$ cat config.mk
export PLATFORM = sky130hd
export DESIGN_NAME = pbc_row_update
export DESIGN_NICKNAME = d
export VERILOG_FILES = /design/src/pbc_pkg.sv /design/src/pbc_row_update.sv
export SDC_FILE = /design/constraint.sdc
export NUM_CORES = 1
export LEC_CHECK = 0
export CORE_AREA = 2 2 220 222
export DETAILED_ROUTE_END_ITERATION = 12
export DIE_AREA = 0 0 222 224
export DONT_BUFFER_PORTS = 1
export PLACE_DENSITY = 0.33
export SYNTH_ARGS = -nofsm -noshare
export SYNTH_HDL_FRONTEND = slang
export SYNTH_SLANG_ARGS = --single-unit
export TNS_END_PERCENT = 30
$ cat constraint.sdc
create_clock -name vclk -period 4.7
set_clock_uncertainty 0.2 [all_clocks]
set_input_delay 0.705 -clock vclk [all_inputs]
set_output_delay 0.705 -clock vclk [all_outputs]
set_load 0.05 [all_outputs]
$ cat src/pbc_pkg.sv
package pbc_pkg;

  localparam int LOOP_W    = 16;
  localparam int REG_IDX_W = 16;
  localparam int CMD_W     = 3;

  // Multiplier of the set hash (golden-ratio constant).
  localparam logic [31:0] HASH_MULT = 32'd2654435761;

  typedef enum logic [CMD_W-1:0] {
    CMD_LOOKUP = 3'd0,
    CMD_STORE  = 3'd1,
    CMD_BUMP   = 3'd2,
    CMD_TYPED  = 3'd3,
    CMD_CLEAR  = 3'd4
  } pbc_cmd_t;

  typedef enum logic [2:0] {
    ST_CLEAR,
    ST_IDLE,
    ST_QUO,
    ST_RED,
    ST_EXEC
  } pbc_state_t;

  typedef struct packed {
    pbc_cmd_t              cmd;
    logic [LOOP_W-1:0]     loop_key;
    logic [REG_IDX_W-1:0]  reg_index;
    logic                  in_range;
    logic                  is_bool;
    logic                  bool_value;
    logic                  fastpath;
  } pbc_req_t;

  typedef struct packed {
    logic row_we;
    logic gen_we;
    logic hit;
    logic pred_value;
  } pbc_resp_t;

endpackage

$ cat src/pbc_row_update.sv
module pbc_row_update
  import pbc_pkg::*;
#(
  parameter int WAYS     = 4,
  parameter int GEN_BITS = 32,
  parameter int SREG_W   = 8,
  localparam int EW      = 1 + LOOP_W + SREG_W + GEN_BITS,
  localparam int ROW_W   = WAYS * EW,
  localparam int WW      = (WAYS > 1) ? $clog2(WAYS) : 1
) (
  input  pbc_req_t            req,
  input  logic [ROW_W-1:0]    row_i,
  input  logic [GEN_BITS-1:0] gen_i,
  input  logic [WW-1:0]       dflt_way,
  output logic [ROW_W-1:0]    row_o,
  output logic [GEN_BITS-1:0] gen_o,
  output pbc_resp_t           resp
);

  logic [WAYS-1:0]     vld;
  logic [WAYS-1:0]     mt;
  logic [GEN_BITS-1:0] gn [WAYS];

  logic          m_found;
  logic          f_found;
  logic [WW-1:0] m_way;
  logic [WW-1:0] f_way;
  logic [WW-1:0] sel_way;
  logic          ok;

  // Each entry is {valid, loop, register, generation}, way 0 in the low bits.
  for (genvar w = 0; w < WAYS; w++) begin : g_way
    logic [LOOP_W-1:0] lp;
    logic [SREG_W-1:0] sr;
    assign vld[w] = row_i[w*EW + EW - 1];
    assign lp     = row_i[w*EW + SREG_W + GEN_BITS +: LOOP_W];
    assign sr     = row_i[w*EW + GEN_BITS +: SREG_W];
    assign gn[w]  = row_i[w*EW +: GEN_BITS];
    assign mt[w]  = vld[w] && (lp == req.loop_key) &&
                    (sr == req.reg_index[SREG_W-1:0]) && req.in_range;
  end

  // Lowest matching way and lowest free way.
  always_comb begin
    m_found = 1'b0;
    m_way   = '0;
    f_found = 1'b0;
    f_way   = '0;
    for (int w = WAYS - 1; w >= 0; w--) begin
      if (mt[w]) begin
        m_found = 1'b1;
        m_way   = WW'(w);
      end
      if (!vld[w]) begin
        f_found = 1'b1;
        f_way   = WW'(w);
      end
    end
  end

  assign ok      = req.in_range && req.is_bool;
  assign sel_way = m_found ? m_way : (f_found ? f_way : dflt_way);
  assign gen_o   = gen_i + GEN_BITS'(1);

  always_comb begin
    row_o = row_i;
    resp  = '0;
    case (req.cmd)
      CMD_LOOKUP: begin
        if (req.fastpath && m_found) begin
          if (!ok || (gn[m_way] != gen_i)) begin
            row_o[int'(m_way)*EW + EW - 1] = 1'b0;
            resp.row_we = 1'b1;
          end else begin
            resp.hit        = 1'b1;
            resp.pred_value = req.bool_value;
          end
        end
      end
      CMD_STORE: begin
        if (ok) begin
          row_o[int'(sel_way)*EW +: EW] = {1'b1, req.loop_key,
                                           req.reg_index[SREG_W-1:0], gen_i};
          resp.row_we = 1'b1;
        end
      end
      CMD_BUMP: begin
        resp.gen_we = req.in_range;
      end
      CMD_TYPED: begin
        if (req.fastpath && req.in_range) begin
          if (req.is_bool) begin
            resp.hit        = 1'b1;
            resp.pred_value = req.bool_value;
          end else begin
            resp.gen_we = 1'b1;
          end
        end
      end
      default: begin
        resp = '0;
      end
    endcase
  end

endmodule

==> results.py <==
metrics = {
    "cells_and_area": {
        "layout.core_utilization": 0.2892,
        "final_layout_size_suffix_gt1_frac": 0.5919,
        "area.sequential_um2": 0,
        "nClkBuffers": 0,
        "area_occupied_by_multi_input_gates_mm2": 0.008085,
        "layout.sequential_cells": 0,
        "final_nets": 1370,
        "final.fill_count": 4912,
        "syn_to_final_growth_pct": 118.0,
    },
    "floorplan": {
        "chipWidth_um": 222,
        "initial_core_util": 0.1326,
        "die_y_um": 224,
        "die_area_mm2": 0.04973,
        "core_region_area_mm2": 0.04735,
        "std_cell_rows": 80,
        "io_pins": 565,
    },
    "global_route": {
        "number_of_global_route_vias_before_repair": 8898,
        "gr-total-overflow": 0,
        "grt_first_pass_wirelength_um": 73470,
        "track_usage": 0.2050,
        "antenna_violations_before_repair": 1,
        "maximum_number_of_pins_on_one_net_before_global_route_repair": 58,
    },
    "sta": {
        "number_of_hold_violations_in_the_final_report": 0,
        "actual_slew_at_the_worst_max_slew_pin_ns": 1.175,
        "timing.final.crit_share": 1.161,
        "unrepaired_setup_endpoints_after_global_routing": "yes",
        "relSlewSlack": 0.2112,
        "final_report_max_slew_violation_count": 0,
        "fin_setup_tns_ns": -38.92,
        "min_period_ns": 5.458,
        "timing.final.setup_violations": 227,
        "worst_hold_slack_ns": 1.393,
        "finalWorstSetupSlack_ns": -0.7580,
        "max_freq_mhz": 183.2,
    },
    "route": {
        "drt_iter0_markers": 546,
        "post_drt_via_cell_ratio": 5.192,
        "drt-met1-wl_um": 24360,
        "routed_wl_um": 55670,
        "postRouteAntennaNets": 0,
        "dr_total_vias": 8712,
        "detailroute.wirelength.met3_um": 4154,
        "dr.pass1.iters": 7,
        "maxUsedRoutingLayer": "met4",
        "route.detailed.drc": 0,
        "met2WireLength_um": 25560,
        "routed_wire_length_per_instance_um": 33.18,
    },
    "power_and_ir_drop": {
        "worst_ir_drop_vdd_v": 0.00006297,
        "power_leakage_uw": 0.005696,
        "power_density_mw_per_mm2": 99.67,
        "total_power_uw": 1365,
    },
    "synth": {
        "synth_sequential_area_ratio": 0,
        "synth_cell_types": 60,
        "synth_xor_xnor_area_share": 0.2222,
        "synth_top_cells_by_area": "a22o_1 31%, xnor2_1 12%, mux2i_1 11%",
        "syn-mean-instance-area_um2": 7.485,
        "ys.warnings.count": 0,
        "proportion_of_netlist_area_held_by_the_largest_area_contributor": 0.3124,
        "synth_most_common_cell": "a22o_1",
        "netlist_area_mm2": 0.006280,
        "syn-instance-count": 839,
        "area_fraction_in_compound_gates_after_synthesis": 0.3778,
        "synth_top_area_cell": "a22o_1",
        "synth_fa_ha_area_frac": 0.01195,
        "main_combinational_cell_family_by_area_after_synthesis": "compound AO/OA/AOI/OAI gates",
        "synth.mux.area_fraction": 0.1195,
        "post_synth_and_or_nand_nor_area_fraction": 0.1781,
        "synth.cells.most_frequent": "224 x a22o_1, 89 x xnor2_1, 81 x clkbuf_1",
        "syn_nets": 1146,
    },
    "worst_setup_path": {
        "worst_ep_required_time_ns": 3.80,
        "endpoint_kind": "primary output",
        "arrival_ns": 4.55,
        "critPathMaxStageDelay_ns": 0.38,
        "timing.critical_path.from_type": "input pin",
        "timing.critical_path.buf_inv": 4,
        "criticalPathCategory": "input pin to primary output",
        "cells_traversed_along_the_worst_timing_path": "xor2_1, nor4_1, and4_1, nand4_1, o211ai_1, clkbuf_16, buf_16, buf_4, mux2i_1, mux2i_1, xor2_1, a211o_1, nor4_4, nand3_4, a32oi_4, buf_12",
        "critPathSlowestCell": "nor4_4",
        "worst-path-max-fanout": 17,
        "critical-path-top-delay-family": "simple AND/OR/NAND/NOR gates",
        "critical_path.startpoint": "req[27]",
    },
    "cts": {
        "hold_buffers": 0,
    },
    "hold_path": {
        "holdPathStages": 1,
        "hold_path_class": "input pin to primary output",
        "hold_end": "row_o[211]",
        "hp-start": "req[20]",
    },
    "status": {
        "failed_checks": "setup timing",
        "run_status": "finished with violations",
    },
    "placed_design": {
        "finalWeightedCongestion": 0.9052,
        "place_ws_ns": -1.111,
        "io_buffers": 0,
        "post-dp-hpwl_um": 42970,
    },
    "job": {
        "max-cap-violations": 0,
    },
}
## report_power, final
| part | switching (µW) | total, µW | leakage (µW) | internal (µW) |
|---|---|---|---|---|
| logic | 751 | 1360 | 0.00570 | 614 |
| registers | 0 | 0 | 0 | 0 |
| clock network | 0 | 0.0000708 | 0.0000000127 | 0.0000708 |
| total | 751 | 1360 | 0.00570 | 614 |
## how the worst max path moves through the flow
stage / to / cells after the start
CTS: row_o[227] / 15
floorplan: row_o[227] / 16
global placement: row_o[227] / 15
finish: row_o[227] / 16
detailed placement: row_o[227] / 15
global route: resp[0] / 17
## logic make-up after synthesis
| logic type | after synthesis |
|---|---|
| AOI/OAI and AO/OA | 280 |
| xor gates and xnor gates | 155 |
| adders and majority gates | 6 |
| buffers and inverters | 127 |
| muxes | 74 |
| and+or+nand+nor | 197 |
## through the flow
stage | area, µm² | cells
6_report | 13690 | 1678
5_1_grt | 13690 | 1677
4_1_cts | 12940 | 1650
3_5_place_dp | 11320 | 1614
3_3_place_gp | 11320 | 1614
2_1_floorplan | 7417 | 839
## what timing repair did
item / 4_1_cts / 5_1_grt
endpoints found under the hold margin: 0 / 0
gates resized for setup: 175 / 65
pin swaps: 41 / 50
endpoints found under the setup margin: 231 / 231
cloned: 7 / 6
setup buffers: 30 / 24
## final cells by class
class	instances	area share
Antenna cell	2	0.0003655
Inverter	11	0.003381
Multi-Input combinational cell	712	0.5905
Tap cell	615	0.05620
Timing Repair Buffer	338	0.3495
## cells in the final DEF, fill, tap and decap left out, types with 6 or more instances in the layout
cell and instances:
a22o_4 186, buf_12 143, buf_4 142, mux2i_1 63
xnor2_1 61, xor2_1 60, nand2_1 34, buf_6 33
nand4_1 29, a22o_1 27, nor2_1 25, xnor2_2 24
nand3_1 22, nor4_1 16, a22o_2 11, buf_16 10
xnor2_4 9, nor3_1 9, inv_1 9, and4_1 7
a21oi_1 7, nor4_4 6, o21ai_0 6, and3_1 6
clkbuf_16 6
## layer usage
metal / vias to the layer above / GRT usage
met4: 0 / 0.04337
met2: 500 / 0.3326
met3: 81 / 0.04551
met5: - / 0
li1: 3729 / -
met1: 4402 / 0.2772
Power figures use the tool's default switching activity.
